## config.mk

```make
export PLATFORM = sky130hd
export DESIGN_NAME = pbd_dist
export DESIGN_NICKNAME = d
export VERILOG_FILES = /design/src/hw/rtl/pbd_pkg.sv /design/src/hw/rtl/pbd_dist.sv
export SDC_FILE = /design/constraint.sdc
export NUM_CORES = 2
export LEC_CHECK = 0
export BUFFER_PORTS_ARGS = -buffer_cell sky130_fd_sc_hd__buf_2
export CORE_ASPECT_RATIO = 1.5
export CORE_MARGIN = 8
export CORE_UTILIZATION = 50
export DETAILED_ROUTE_END_ITERATION = 12
export PLACE_DENSITY_LB_ADDON = 0.25
export SLEW_MARGIN = 40
export SYNTH_ARGS = -nofsm -noshare
export SYNTH_HDL_FRONTEND = slang
export SYNTH_SLANG_ARGS = --single-unit
```

## constraint.sdc

```tcl
create_clock -name clk -period 18.2 [get_ports clk]
set_input_delay 2.73 -clock clk [delete_from_list [all_inputs] [get_ports clk]]
set_output_delay 2.73 -clock clk [all_outputs]
set_load 0.02 [all_outputs]
```

## src/hw/rtl/pbd_pkg.sv

```systemverilog
// Shared constants, tables and payload types of the bearing and distance block.
`default_nettype none

package pbd_pkg;

  // Field formats
  localparam int COORD_WIDTH     = 16;
  localparam int ANGLE_FRAC_BITS = 7;
  localparam int DIST_FRAC_BITS  = 4;
  localparam int BEARING_W       = 16;
  localparam int DIST_W          = 21;

  // CORDIC vectoring datapath
  localparam int CORDIC_STEPS = 24;
  localparam int TABLE_FRAC   = 24;
  localparam int PRE_SHIFT    = 58 - COORD_WIDTH;
  localparam int XY_W         = 62;
  localparam int Z_W          = 33;
  localparam int ANG_A_W      = 7 + ANGLE_FRAC_BITS;   // first-quadrant angle, up to 90 deg
  localparam int ANG_W        = 9 + ANGLE_FRAC_BITS;   // full-turn angle, below 360 deg

  // Square root datapath
  localparam int SUM_W      = 2 * COORD_WIDTH + 1 + 2 * DIST_FRAC_BITS;
  localparam int SQRT_STEPS = (SUM_W + 1) / 2;
  localparam int SQ_W       = 2 * SQRT_STEPS;

  // Pipeline depths, measured from the input register
  localparam int CORDIC_LAT = CORDIC_STEPS + 1;
  localparam int DIST_LAT   = SQRT_STEPS + 3;
  localparam int PATH_LAT   = (CORDIC_LAT > DIST_LAT) ? CORDIC_LAT : DIST_LAT;

  // atan(2^-i) in degrees, scaled by 2^24 and rounded
  localparam logic [31:0] ATAN_TAB [CORDIC_STEPS] = '{
    32'd754974720, 32'd445687602, 32'd235489088, 32'd119537938, 32'd60000934,
    32'd30029717,  32'd15018523,  32'd7509720,   32'd3754917,   32'd1877466,
    32'd938734,    32'd469367,    32'd234684,    32'd117342,    32'd58671,
    32'd29335,     32'd14668,     32'd7334,      32'd3667,      32'd1833,
    32'd917,       32'd458,       32'd229,       32'd115
  };

  typedef struct packed {
    logic signed [COORD_WIDTH-1:0] from_x;
    logic signed [COORD_WIDTH-1:0] from_y;
    logic signed [COORD_WIDTH-1:0] to_x;
    logic signed [COORD_WIDTH-1:0] to_y;
  } pt_pair_t;

  typedef struct packed {
    logic [BEARING_W-1:0] bearing;
    logic [DIST_W-1:0]    distance;
  } bearing_dist_t;

  // Sign information of the difference vector, carried alongside the datapaths
  typedef struct packed {
    logic dx_zero;
    logic dx_neg;
    logic dy_zero;
    logic dy_neg;
  } quad_flags_t;

endpackage

`default_nettype wire

```

## src/hw/rtl/pbd_dist.sv

```systemverilog
// Pipelined distance unit: sum of squares and a rounded integer square root.
`default_nettype none

module pbd_dist (
  input  logic                           clk,
  input  logic [pbd_pkg::COORD_WIDTH-1:0] ax,
  input  logic [pbd_pkg::COORD_WIDTH-1:0] ay,
  output logic [pbd_pkg::DIST_W-1:0]      distance
);
  import pbd_pkg::*;

  logic [2*COORD_WIDTH-1:0] ax_sq;
  logic [2*COORD_WIDTH-1:0] ay_sq;
  logic [SQ_W-1:0]          n_init;

  // Squares, then their sum scaled by the fraction bits
  always_ff @(posedge clk) begin
    ax_sq  <= ax * ax;
    ay_sq  <= ay * ay;
    n_init <= SQ_W'({1'b0, ax_sq} + {1'b0, ay_sq}) << (2 * DIST_FRAC_BITS);
  end

  logic [SQ_W-1:0] n_q [SQRT_STEPS];
  logic [SQ_W-1:0] r_q [SQRT_STEPS];

  // One result bit per stage, most significant first
  for (genvar j = 0; j < SQRT_STEPS; j++) begin : g_root
    localparam logic [SQ_W-1:0] BIT = SQ_W'(1) << (2 * (SQRT_STEPS - 1 - j));
    logic [SQ_W-1:0] n_in;
    logic [SQ_W-1:0] r_in;
    logic [SQ_W:0]   trial;

    if (j == 0) begin : g_first
      assign n_in = n_init;
      assign r_in = '0;
    end else begin : g_next
      assign n_in = n_q[j-1];
      assign r_in = r_q[j-1];
    end

    assign trial = {1'b0, r_in} + {1'b0, BIT};

    always_ff @(posedge clk) begin
      if ({1'b0, n_in} >= trial) begin
        n_q[j] <= n_in - trial[SQ_W-1:0];
        r_q[j] <= (r_in >> 1) + BIT;
      end else begin
        n_q[j] <= n_in;
        r_q[j] <= r_in >> 1;
      end
    end
  end

  logic [SQRT_STEPS-1:0] root;
  logic                  round_up;
  logic [SQRT_STEPS:0]   root_rnd;

  // Round to nearest: the remainder exceeds the root past the midpoint
  assign root     = r_q[SQRT_STEPS-1][SQRT_STEPS-1:0];
  assign round_up = n_q[SQRT_STEPS-1] > r_q[SQRT_STEPS-1];
  assign root_rnd = {1'b0, root} + (SQRT_STEPS + 1)'(round_up);

  always_ff @(posedge clk) begin
    distance <= DIST_W'(root_rnd);
  end

endmodule

`default_nettype wire

```

==> results.tsv <==
metric	value	unit
finalHoldViolations	0	
hold_class	reg2reg	
slew_viol_final	0	
drc_errors	0	
wirelength	129000	um
synth_top_family_by_area	adder cells	
synth_xor_area_share	7.52	%
cts-buffers-inserted	98	
synth.top_cells.by_area	dfxtp_1 38%, fa_1 12%, ha_1 11%, inv_1 5.6%, xnor2_1 3.9%	
first_iter_violations	1182	
final_nets	6768	
ioPinCount	54	
grt_util_all_layers	21.0	%
die_height	426	um
synth.distinct_cells	87	
grt_pass1_vias	42181	
fin_crit_sh	47.3	%
synth_mux_area_share	0.738	%
die-area	123000	um2
drive_gt1_share	5.32	%
leakage	30.0	nW
required	18770	ps
synthesis.area	56100	um2
yosys_most_used_dff	dfxtp_1	
viasPerCell	5.31	
cp_max_fo	18	
hold_ws	310	ps
worst_pin_slew	804	ps
cts_max_level	3	
clock_sinks	1077	
cp-start-kind	input pin	
core	111000	um2
ys_seq_elements	1077	
fmax	0.116	GHz
slew_headroom	45.6	%
async_reset_ff_share	0	%
power_density	211	nW/um2
fin_tns_setup	0	ps
grt_max_degree	44	
ir_worst_vdd	0.000197	V
hold_buffers	0	
vias	39476	
cp.arrival	9180	ps
synth-compound-area-share	10.6	%
synth.top_cell.area_share	38.4	%
endpoint_kind	flip-flop	
clk_latency	670	ps
dr.pass1.iters	5	
synth_edf_count	0	
place_congestion	0.921	
die_w	290	um
overflow	0	
dp_hpwl	106000	um
grt_pass1_wl	205000	um
layout.cells.non_filler	7438	
cts_resized	0	
regArea	21600	um2
fin_worst_skew	28.7	ps
syn2layout_area_growth	9.42	%
postCtsSetupBuffers	0	
antenna_found_initial	2	
max-cap-violations	0	
total_power	12.9	mW
criticalPathCategory	in2reg	
ys_warn_count	0	
start_util	50.4	%
fin_crit	8610	ps
synth_cells	5835	
yosys.area_share.simple	13.5	%
postSynthAreaPerCell	9.62	um2
drtAntennaViolNets	0	
path_clk_slew	70	ps
synth-seq-area-share	38.4	%
post-place-cells	7252	
setup_viol	0	
rows	150	
io_buffers	53	
synth_adder_area_share	22.9	%
max-clock-path-buffers	3	
multi_input_area	31100	um2
rsz0062_at_grt	no	
status	finished clean	
cts_tree	yes	
root_buffer	clkbuf_16	
wire_per_inst	17.3	um
fill_cells	9907	
synth_top_area_cell	dfxtp_1	
==> final timing paths <==
path                      startpoint            to  slack (ps)  depth (start not counted)
hold / removal    g_root[0].n_in[22]    n_q[0][22]         310                          0
hold reg to reg   g_root[0].n_in[22]    n_q[0][22]         310                          0
setup reg to reg           r_q[5][1]  distance[20]       13980                         19
setup / recovery               ax[4]     ax_sq[31]        9590                         23
==> cells in the final DEF, fill, tap and decap left out, types with 20 or more instances in the layout <==
master     count
a211oi_1      34
a21o_1       116
a21oi_1      259
and2_1       107
and3_1        29
buf_2         53
clkbuf_1      20
clkbuf_16     99
dfxtp_1     1077
fa_1         332
ha_1         495
inv_1        841
mux2_2        27
nand2_1      473
nand2b_1      62
nand3_1       76
nand4_1       46
nor2_1       277
nor2b_1       54
nor3_1       115
nor4_1       105
o21a_1        63
o21ai_0      274
o21bai_1      31
o31ai_1       28
or3_1         49
or4_1         37
xnor2_1      252
xor2_1       230
==> power by group <==
part           leakage, nW  switching, mW  total (mW)  internal (mW)
clock network         1.65          0.905        2.12           1.22
registers             9.01          0.713        4.17           3.46
logic                 19.3           3.84        6.66           2.82
total                 30.0           5.46        12.9           7.49
==> Yosys cell counts, types with 50 or more instances <==
master / number
a21o_1: 116
xnor2_1: 252
inv_1: 841
clkbuf_1: 85
nor4_1: 110
ha_1: 495
nand2b_1: 62
fa_1: 332
nand3_1: 76
o21ai_0: 274
nor2b_1: 54
o21a_1: 63
xor2_1: 230
or3_1: 50
nor3_1: 122
nor2_1: 278
nand2_1: 473
dfxtp_1: 1077
a21oi_1: 259
and2_1: 107
==> area by class of cell <==
class / count / share of cell area, %
Multi-Input combinational cell: 3820 / 50.7
Sequential cell: 1077 / 35.1
Inverter: 844 / 5.16
Clock buffer: 137 / 4.56
Tap cell: 1444 / 2.94
Clock inverter: 47 / 0.966
Timing Repair Buffer: 67 / 0.603
Antenna cell: 2 / 0.00815
==> per-stage QoR <==
stage	area, um2	worst slack, ps	util [%]
finish	61400	9590	55.1
CTS	61400	9600	55.1
detailed placement	58000	8880	52.0
floorplan	56100	9550	-
global route	61400	9220	55.1
global placement	58000	8880	52.0
==> state kept, by name, indices dropped and copies added, names as in the netlist <==
register and cells:
n_q 730, r_q 231, g_root.n_in 33, ax_sq 31
ay_sq 31, distance 21
==> routing by layer <==
layer	share of wire [%]	routed length [um]	vias up	track usage, %
met5	0	0	-	0
met4	9.3	12000	0	17.0
met3	2.3	2990	436	2.36
met2	60	76500	683	45.4
met1	29	37100	18888	15.4
li1	-	-	19469	-
==> cell families (layout without fill, tap and decap cells) <==
| family | Yosys count | count (layout) |
|---|---|---|
| compound gates | 950 | 950 |
| xor+xnor | 482 | 482 |
| fa+ha+maj | 827 | 827 |
| buf+inv | 939 | 1095 |
| flops | 1077 | 1077 |
| mux | 38 | 38 |
| other cells | 1 | 4 |
| simple gates | 1521 | 1521 |
==> worst max-delay path, cell delays in order <==
cell and delay [ps]:
buf_2 230, nand2_1 160, inv_1 70, fa_1 500
inv_1 50, fa_1 530, inv_1 50, fa_1 510
fa_1 450, fa_1 560, inv_1 60, fa_1 520
inv_1 40, ha_1 370, a21oi_1 230, o221ai_1 150
o32ai_1 640, nand3_1 200, a2bb2oi_1 220, a211oi_1 450
o21ai_0 160, a21oi_1 190, xnor2_1 90
Power figures use the tool's default switching activity.
